==> config.mk <==
export PLATFORM = sky130hd
export DESIGN_NAME = life_grid_generation_step_core
export DESIGN_NICKNAME = d
export VERILOG_FILES = /design/src/rtl/core/lgs_pkg.sv /design/src/rtl/core/lgs_ram.sv /design/src/rtl/core/lgs_rule.sv /design/src/rtl/core/life_grid_generation_step_core.sv
export SDC_FILE = /design/constraint.sdc
export NUM_CORES = 2
export LEC_CHECK = 0
export BUFFER_PORTS_ARGS = -buffer_cell sky130_fd_sc_hd__buf_2
export CORE_UTILIZATION = 57
export CTS_CLUSTER_DIAMETER = 40
export DETAILED_ROUTE_END_ITERATION = 10
export HOLD_SLACK_MARGIN = 0.02
export PLACE_DENSITY = 0.82
export SYNTH_ARGS = -nofsm -noshare
export SYNTH_HDL_FRONTEND = slang
export SYNTH_HIERARCHICAL = 1
export SYNTH_SLANG_ARGS = --single-unit
==> constraint.sdc <==
create_clock -name clk -period 14.01 [get_ports clk]
set_input_delay 0.7005 -clock clk [delete_from_list [all_inputs] [get_ports clk]]
set_output_delay 0.7005 -clock clk [all_outputs]
set_load 0.03 [all_outputs]
==> src/rtl/core/lgs_pkg.sv <==
package lgs_pkg;

	// defaults for the board size
	localparam int DEF_MAX_ROWS = 32;
	localparam int DEF_MAX_COLS = 64;

	// row counters hold any value up to the largest board depth
	localparam int NR_W = 9;

	// field and register widths
	localparam int ROW_W     = 5;
	localparam int COL_W     = 6;
	localparam int NC_W      = 7;
	localparam int NRI_W     = 6;
	localparam int CFG_IW    = 8;
	localparam int CFG_DW    = 7;
	localparam int IN_DW     = 16;
	localparam int OUT_BITS  = 64;
	localparam int OUT_DW    = 72;

	localparam logic [NRI_W-1:0] ROWS_RESET = 6'd20;
	localparam logic [NC_W-1:0]  COLS_RESET = 7'd40;

	localparam logic [CFG_IW-1:0] REG_ROWS = 8'd0;
	localparam logic [CFG_IW-1:0] REG_COLS = 8'd1;

	// neighbour counts of the b3/s23 rule
	localparam logic [3:0] NB_BIRTH   = 4'd3;
	localparam logic [3:0] NB_SURVIVE = 4'd2;

	typedef enum logic [1:0] {
		MODE_ADVANCE = 2'd0,
		MODE_TOGGLE  = 2'd1,
		MODE_CLEAR   = 2'd2,
		MODE_READ    = 2'd3
	} mode_t;

	typedef enum logic [2:0] {
		ST_IDLE,
		ST_GEN,
		ST_GEN_END,
		ST_RD,
		ST_RD_DATA,
		ST_OUT
	} state_t;

endpackage

==> src/rtl/core/lgs_ram.sv <==
module lgs_ram #(
	parameter int WIDTH = 64,
	parameter int DEPTH = 32,
	localparam int AW = $clog2(DEPTH)
) (
	input  logic             clk,
	input  logic             we,
	input  logic [AW-1:0]    waddr,
	input  logic [WIDTH-1:0] wdata,
	input  logic [AW-1:0]    raddr,
	output logic [WIDTH-1:0] rdata
);

	logic [WIDTH-1:0] mem [DEPTH];

	always_ff @(posedge clk) begin
		if (we) begin
			mem[waddr] <= wdata;
		end
		rdata <= mem[raddr];
	end

endmodule

==> src/rtl/core/lgs_rule.sv <==
module lgs_rule #(
	parameter int COLS = 64
) (
	input  logic [COLS-1:0] above,
	input  logic [COLS-1:0] here,
	input  logic [COLS-1:0] below,
	input  logic [COLS-1:0] cmask,
	output logic [COLS-1:0] next_row
);

	logic [COLS+1:0] a_p, h_p, b_p;
	logic [3:0]      cnt [COLS];

	// pad with dead cells at both edges
	assign a_p = {1'b0, above, 1'b0};
	assign h_p = {1'b0, here, 1'b0};
	assign b_p = {1'b0, below, 1'b0};

	always_comb begin
		for (int c = 0; c < COLS; c++) begin
			cnt[c] = 4'(a_p[c]) + 4'(a_p[c+1]) + 4'(a_p[c+2])
				+ 4'(h_p[c]) + 4'(h_p[c+2])
				+ 4'(b_p[c]) + 4'(b_p[c+1]) + 4'(b_p[c+2]);
			next_row[c] = cmask[c] & ((cnt[c] == lgs_pkg::NB_BIRTH)
				|| ((cnt[c] == lgs_pkg::NB_SURVIVE) && here[c]));
		end
	end

endmodule

==> src/rtl/core/life_grid_generation_step_core.sv <==
// channel  | direction | fields (lsb first)                  | handshake
// s_*      | in        | mode[1:0] row[6:2] col[12:7]        | s_tvalid/s_tready
// m_*      | out       | row_bits[63:0] cell_res[64]         | m_tvalid/m_tready
// cfg_*    | in        | cfg_index selects, cfg_data value    | cfg_valid/cfg_ready
//
// one request at a time; read, toggle and clear go through ST_RD, ST_RD_DATA and ST_OUT
// an advance first sweeps every row through the single read port of the board memory
// (one row per cycle), then reads the addressed row through the same states
// arst_n and a clear request both clear the row valid bits, so the board reads dead after reset and clear
// a result held by m_tready low does not block the next accept; that request waits
// for the output register only at its end
module life_grid_generation_step_core #(
	parameter int MAX_ROWS = lgs_pkg::DEF_MAX_ROWS,
	parameter int MAX_COLS = lgs_pkg::DEF_MAX_COLS
) (
	input  logic                         clk,
	input  logic                         arst_n,
	input  logic                         s_tvalid,
	output logic                         s_tready,
	input  logic [lgs_pkg::IN_DW-1:0]    s_tdata,  // mode[1:0], row[6:2], col[12:7], zero
	output logic                         m_tvalid,
	input  logic                         m_tready,
	output logic [lgs_pkg::OUT_DW-1:0]   m_tdata,  // row_bits[63:0], cell_res[64], zero
	input  logic                         cfg_valid,
	output logic                         cfg_ready,
	input  logic [lgs_pkg::CFG_IW-1:0]   cfg_index,
	input  logic [lgs_pkg::CFG_DW-1:0]   cfg_data
);

	localparam int RA_W = $clog2(MAX_ROWS);
	localparam int NR_W = lgs_pkg::NR_W;

	lgs_pkg::state_t state_q, state_d;

	lgs_pkg::mode_t               mode_q;
	logic [lgs_pkg::ROW_W-1:0]    row_q;
	logic [lgs_pkg::COL_W-1:0]    col_q;
	logic [lgs_pkg::NRI_W-1:0]    rows_q;
	logic [lgs_pkg::NC_W-1:0]     cols_q;

	logic [NR_W-1:0]     gen_cnt_q;
	logic [NR_W-1:0]     rd_row_s1;
	logic                rd_ok_s1;
	logic                gen_go_s1;
	logic [MAX_COLS-1:0] above_q, here_q;
	logic [MAX_ROWS-1:0] valid_q;
	logic [MAX_COLS-1:0] pend_bits_q;
	logic                pend_cell_q;
	logic                m_tvalid_q;
	logic [lgs_pkg::OUT_BITS-1:0] out_bits_q;
	logic                out_cell_q;

	logic [NR_W-1:0]              nr;
	logic [lgs_pkg::NC_W-1:0]     nc;
	logic [MAX_COLS-1:0]          cmask;
	logic [NR_W-1:0]              row_w;
	logic                         row_act, col_act;
	logic                         s_acc;
	lgs_pkg::mode_t               in_mode;

	logic [RA_W-1:0]     raddr, waddr;
	logic                issue_live;
	logic                we;
	logic [MAX_COLS-1:0] wdata, rdata;
	logic [MAX_COLS-1:0] rd_base, gen_view, rule_next, tog_bit, new_row, res_row;
	logic [NR_W-1:0]     wr_idx;
	logic                tog_hit;
	logic [lgs_pkg::OUT_BITS-1:0] res64;
	logic                out_load;

	assign in_mode   = lgs_pkg::mode_t'(s_tdata[1:0]);
	assign s_acc     = s_tvalid && s_tready;
	assign cfg_ready = 1'b1;

	// active area, saturated at the board size
	assign nr = (NR_W'(rows_q) > NR_W'(MAX_ROWS)) ? NR_W'(MAX_ROWS) : NR_W'(rows_q);
	assign nc = (cols_q > lgs_pkg::NC_W'(MAX_COLS)) ? lgs_pkg::NC_W'(MAX_COLS) : cols_q;

	always_comb begin
		for (int c = 0; c < MAX_COLS; c++) begin
			cmask[c] = lgs_pkg::NC_W'(c) < nc;
		end
	end

	assign row_w   = NR_W'(row_q);
	assign row_act = row_w < nr;
	assign col_act = lgs_pkg::NC_W'(col_q) < nc;

	// read side: the sweep during a generation, otherwise the addressed row
	always_comb begin
		if (state_q == lgs_pkg::ST_GEN) begin
			issue_live = gen_cnt_q < NR_W'(MAX_ROWS);
			raddr      = issue_live ? gen_cnt_q[RA_W-1:0] : '0;
		end else begin
			issue_live = row_act;
			raddr      = row_act ? row_w[RA_W-1:0] : '0;
		end
	end

	lgs_ram #(
		.WIDTH(MAX_COLS),
		.DEPTH(MAX_ROWS)
	) u_ram (
		.clk  (clk),
		.we   (we),
		.waddr(waddr),
		.wdata(wdata),
		.raddr(raddr),
		.rdata(rdata)
	);

	// rows never written since reset or clear read as dead
	assign rd_base  = rd_ok_s1 ? rdata : '0;
	assign gen_view = (rd_row_s1 < nr) ? (rd_base & cmask) : '0;

	lgs_rule #(
		.COLS(MAX_COLS)
	) u_rule (
		.above   (above_q),
		.here    (here_q),
		.below   (gen_view),
		.cmask   (cmask),
		.next_row(rule_next)
	);

	assign wr_idx  = rd_row_s1 - NR_W'(1);
	assign tog_bit = MAX_COLS'(1) << col_q;
	assign tog_hit = (mode_q == lgs_pkg::MODE_TOGGLE) && row_act && col_act;
	assign new_row = rd_base ^ (tog_hit ? tog_bit : '0);
	assign res_row = row_act ? (new_row & cmask) : '0;
	assign res64   = lgs_pkg::OUT_BITS'(res_row);

	// write side: generation write-back of the row behind the window, or a toggle
	always_comb begin
		if (gen_go_s1) begin
			we    = rd_row_s1 != '0;
			waddr = wr_idx[RA_W-1:0];
			wdata = (wr_idx < nr) ? rule_next : '0;
		end else begin
			we    = (state_q == lgs_pkg::ST_RD_DATA) && tog_hit;
			waddr = row_w[RA_W-1:0];
			wdata = new_row;
		end
	end

	assign out_load = (state_q == lgs_pkg::ST_OUT) && (!m_tvalid_q || m_tready);

	always_comb begin
		state_d  = state_q;
		s_tready = 1'b0;
		case (state_q)
			lgs_pkg::ST_IDLE: begin
				s_tready = 1'b1;
				if (s_tvalid) begin
					state_d = (in_mode == lgs_pkg::MODE_ADVANCE) ? lgs_pkg::ST_GEN
						: lgs_pkg::ST_RD;
				end
			end
			lgs_pkg::ST_GEN: begin
				if (gen_cnt_q == NR_W'(MAX_ROWS)) begin
					state_d = lgs_pkg::ST_GEN_END;
				end
			end
			lgs_pkg::ST_GEN_END: state_d = lgs_pkg::ST_RD;
			lgs_pkg::ST_RD:      state_d = lgs_pkg::ST_RD_DATA;
			lgs_pkg::ST_RD_DATA: state_d = lgs_pkg::ST_OUT;
			lgs_pkg::ST_OUT: begin
				if (out_load) begin
					state_d = lgs_pkg::ST_IDLE;
				end
			end
			default: state_d = lgs_pkg::ST_IDLE;
		endcase
	end

	always_ff @(posedge clk or negedge arst_n) begin
		if (!arst_n) begin
			state_q <= lgs_pkg::ST_IDLE;
		end else begin
			state_q <= state_d;
		end
	end

	always_ff @(posedge clk or negedge arst_n) begin
		if (!arst_n) begin
			rows_q     <= lgs_pkg::ROWS_RESET;
			cols_q     <= lgs_pkg::COLS_RESET;
			valid_q    <= '0;
			gen_go_s1  <= 1'b0;
			rd_ok_s1   <= 1'b0;
			m_tvalid_q <= 1'b0;
			gen_cnt_q  <= '0;
		end else begin
			if (cfg_valid && cfg_ready) begin
				if (cfg_index == lgs_pkg::REG_ROWS) begin
					rows_q <= cfg_data[lgs_pkg::NRI_W-1:0];
				end else if (cfg_index == lgs_pkg::REG_COLS) begin
					cols_q <= cfg_data;
				end
			end

			if (s_acc && (in_mode == lgs_pkg::MODE_CLEAR)) begin
				valid_q <= '0;
			end else if (we) begin
				valid_q[waddr] <= 1'b1;
			end

			if (s_acc) begin
				gen_cnt_q <= '0;
			end else if (state_q == lgs_pkg::ST_GEN) begin
				gen_cnt_q <= gen_cnt_q + NR_W'(1);
			end

			gen_go_s1 <= state_q == lgs_pkg::ST_GEN;
			rd_ok_s1  <= issue_live && valid_q[raddr];

			if (out_load) begin
				m_tvalid_q <= 1'b1;
			end else if (m_tready) begin
				m_tvalid_q <= 1'b0;
			end
		end
	end

	always_ff @(posedge clk) begin
		if (s_acc) begin
			mode_q  <= in_mode;
			row_q   <= s_tdata[6:2];
			col_q   <= s_tdata[12:7];
			above_q <= '0;
			here_q  <= '0;
		end else if (gen_go_s1) begin
			above_q <= here_q;
			here_q  <= gen_view;
		end
		rd_row_s1 <= gen_cnt_q;
		if (state_q == lgs_pkg::ST_RD_DATA) begin
			pend_bits_q <= res_row;
			pend_cell_q <= res64[col_q];
		end
		if (out_load) begin
			out_bits_q <= lgs_pkg::OUT_BITS'(pend_bits_q);
			out_cell_q <= pend_cell_q;
		end
	end

	assign m_tvalid = m_tvalid_q;
	assign m_tdata  = {(lgs_pkg::OUT_DW - lgs_pkg::OUT_BITS - 1)'(0), out_cell_q, out_bits_q};

endmodule

==> results.yml <==
global_routing:
  grt_pass1_vias: 64700
  grt_pass1_wl_um: 465000
  overflow: 0
  antenna_found_initial: 28
  track_usage_pct: 34.4
  grt_max_degree: 132
critical_path:
  path_max_fanout: 36
  crit_path_frequent_cell: "buf_4"
  crit_chain: "buf_4 -> nor2b_1 -> inv_1 -> ha_1 -> a211oi_2 -> nor2_2 -> nor3_1 -> a31oi_1 -> inv_1 -> nand3_1 -> nor2_4 -> buf_4 -> buf_4"
  rr_endpoint: "u_ram/mem[15][50]"
  arrival_ps: 8100
  crit_path_start_kind: "flip-flop"
  crit_required_ps: 14560
  end_kind: "flip-flop"
  crit_end: "u_ram/mem[15][50]"
  cp_top_family: "simple AND/OR/NAND/NOR gates"
  r2r_start: "cols_q[6]"
  critPathLaunch: "cols_q[6]"
  criticalPathCategory: "reg2reg"
  critPathMaxStageDelay_ps: 1040
  crit_cells: 13
  reg2regPathDepth: 13
  critPathBufInv: 5
  slowest_stage: "nor2_4"
  r2r_slack_ps: 6460
power_and_ir_drop:
  ir_drop_mv: 0.192
  p_per_area_nw_per_um2: 198
  cellLeakagePower_nw: 43.0
finish:
  nFillCells: 11600
  nets: 7033
  drive_above_1_share_pct: 23.6
  syn_to_final_growth_pct: 13.6
logic_synthesis:
  synthArstFlopShare_pct: 2.45
  yosysMostFrequentCell: "edfxtp_1"
  synth_cells: 6228
  synthFlopType: "edfxtp_1"
  avgSynthCellArea_sq_um: 17.3
  synth_top_area_share_pct: 61.2
  synth_edf_count: 2191
  synth_top_area_cell: "edfxtp_1"
  yosys_warnings: 6
  synth.area.top_cells: "edfxtp_1 61%, mux4_2 13%, fa_1 4.7%, dfxtp_1 3.7%, ha_1 2.5%"
  yosys_register_bits: 2452
  synth-seq-area-share_pct: 66.3
  syn_area_sq_um: 108000
  yosysUniqueCellTypes: 93
  synth_common_cells: "2,191 x edfxtp_1, 608 x mux4_2, 523 x inv_1"
die:
  rows: 159
  io_pins: 111
  die_h_um: 436
  die_w_um: 436
  core_region_area_sq_um: 188000
  start_util_pct: 57.3
  dieArea_sq_um: 190000
routing:
  vias_per_cell: 6.85
  drt_iter0_drc: 9259
  drc: 0
  num_vias: 63500
  wl_met2_um: 154000
  top_layer: "met5"
  wire_per_inst_um: 35.3
  wirelength_um: 326000
  wl_met3_um: 45300
  antenna_left: 0
  wl_met1_um: 105000
  drtPass1Iterations: 8
status:
  status: "complete, but fails checks"
  violations: "max-capacitance violations, max-slew violations"
sta:
  fin_crit_ps: 7550
  hold_viol_final: 0
  slew_headroom_pct: -2.07
  finalSetupViolations: 0
  rsz0062_at_grt: "no"
  whs_ps: 79.6
  setup_tns_ps: 0
  tightest_slew_ps: 1530
  finClkSkew_ps: 81.6
  finalMaxSlewViolations: 66
  fmax_ghz: 0.133
  fin_crit_sh_pct: 53.9
min_path:
  min-delay-start: "cfg_data[4]"
  min_path_type: "in2reg"
clock_tree:
  clockBufferDepth: 4
  clkTransAtPathRegs_ps: 60
  cts_tree: "built"
  root_buffer: "clkbuf_16"
  postCtsSetupRepairBufs: 0
  cts_buffers: 301
  post_cts_resize_count: 0
  postCtsHoldBufs: 18
  insertion_delay_ps: 980
  cts_htree_levels: 5
  cts_sinks: 2452
placement:
  portBuffers: 99
  gp_congestion: 1.07
  post-dp-hpwl_um: 173000
job:
  cap_viol_max_count: 2
[worst min path at each step]
stage | to | slack (ps) | cells past startpoint
floorplan | rd_row_s1[8] | 390 | 0
global placement | out_bits_q[22] | 400 | 0
global route | rows_q[4] | 50 | 2
detailed placement | rd_row_s1[8] | 400 | 0
CTS | cols_q[6] | 30 | 2
finish | rows_q[4] | 80 | 2
[final cells by class]
cell class                      count  area (sq um)  area share [%]
Clock buffer                      354          7950            6.50
Inverter                          526          2010            1.64
Tap cell                         2495          3120            2.55
Sequential cell                  2452         71300            58.4
Antenna cell                        5          12.5          0.0102
Clock inverter                    174          2030            1.66
Timing Repair Buffer              285          2030            1.66
Multi-Input combinational cell   2968         33700            27.6
[cells by family (layout without fill, tap and decap cells)]
logic type / count (synthesis) / count (layout) / synth area share [%]
DFF: 2452 / 2452 / 66.3
and+or+nand+nor: 1038 / 1038 / 4.64
buffers and inverters: 814 / 1339 / 3.04
muxes: 804 / 804 / 14.7
AOI/OAI and AO/OA: 559 / 559 / 3.43
adders and majority gates: 463 / 463 / 7.14
xor gates and xnor gates: 96 / 96 / 0.789
other: 2 / 13 / 0.00698
[stage by stage]
step	setup slack (ps)	instances	power [mW]	utilization (%)	instance area (sq um)
floorplan	3890	6234	13.9	-	108000
global placement	7070	8706	15.7	59.7	112000
detailed placement	6990	8706	15.9	59.7	112000
CTS	6770	9252	24.1	65.1	122000
global route	6500	9254	24.7	65.1	122000
finish	6460	9259	24.2	65.1	122000
[state kept, by name, indices dropped and copies added, names as in the netlist, 7 cells and up]
signal       count
rd_row_s1        9
u_ram/rdata     64
valid_q         32
here_q          64
u_ram/mem     2048
out_bits_q      64
gen_cnt_q        9
cols_q           7
above_q         64
pend_bits_q     64
[placed cells by master (no fill, tap or decap), types with 17 or more instances in the layout]
master,count
a21oi_1,231
and2_1,17
buf_2,99
buf_4,160
bufinv_16,28
clkbuf_1,37
clkbuf_16,306
clkinv_2,32
clkinv_4,19
dfrtp_1,54
dfxtp_1,201
dlygate4sd3_1,18
edfxtp_1,2191
fa_1,252
ha_1,211
inv_1,517
inv_6,37
inv_8,26
mux2_2,87
mux2i_1,109
mux4_2,608
nand2_1,229
nand2b_1,20
nand3_1,147
nand4_1,20
nor2_1,254
nor2_4,32
nor3_1,145
o211ai_1,63
o21a_1,32
o21ai_0,35
o2bb2ai_2,48
or2_1,37
or2_2,22
xnor2_1,56
xor2_1,39
[routing by layer]
layer	GRT usage, %	up-vias
met2	54.1	5494
met4	19.6	22
met3	10.2	1338
met5	0	-
met1	42.6	32000
li1	-	24600
[report_power, final]
part / internal, mW / switching (mW) / leakage [nW]
sequential: 8.96 / 0.425 / 22.6
clock: 4.66 / 3.30 / 4.87
combinational: 2.73 / 4.14 / 15.5
total: 16.3 / 7.86 / 43.0
Note: power is estimated with default switching activity, not from simulation.
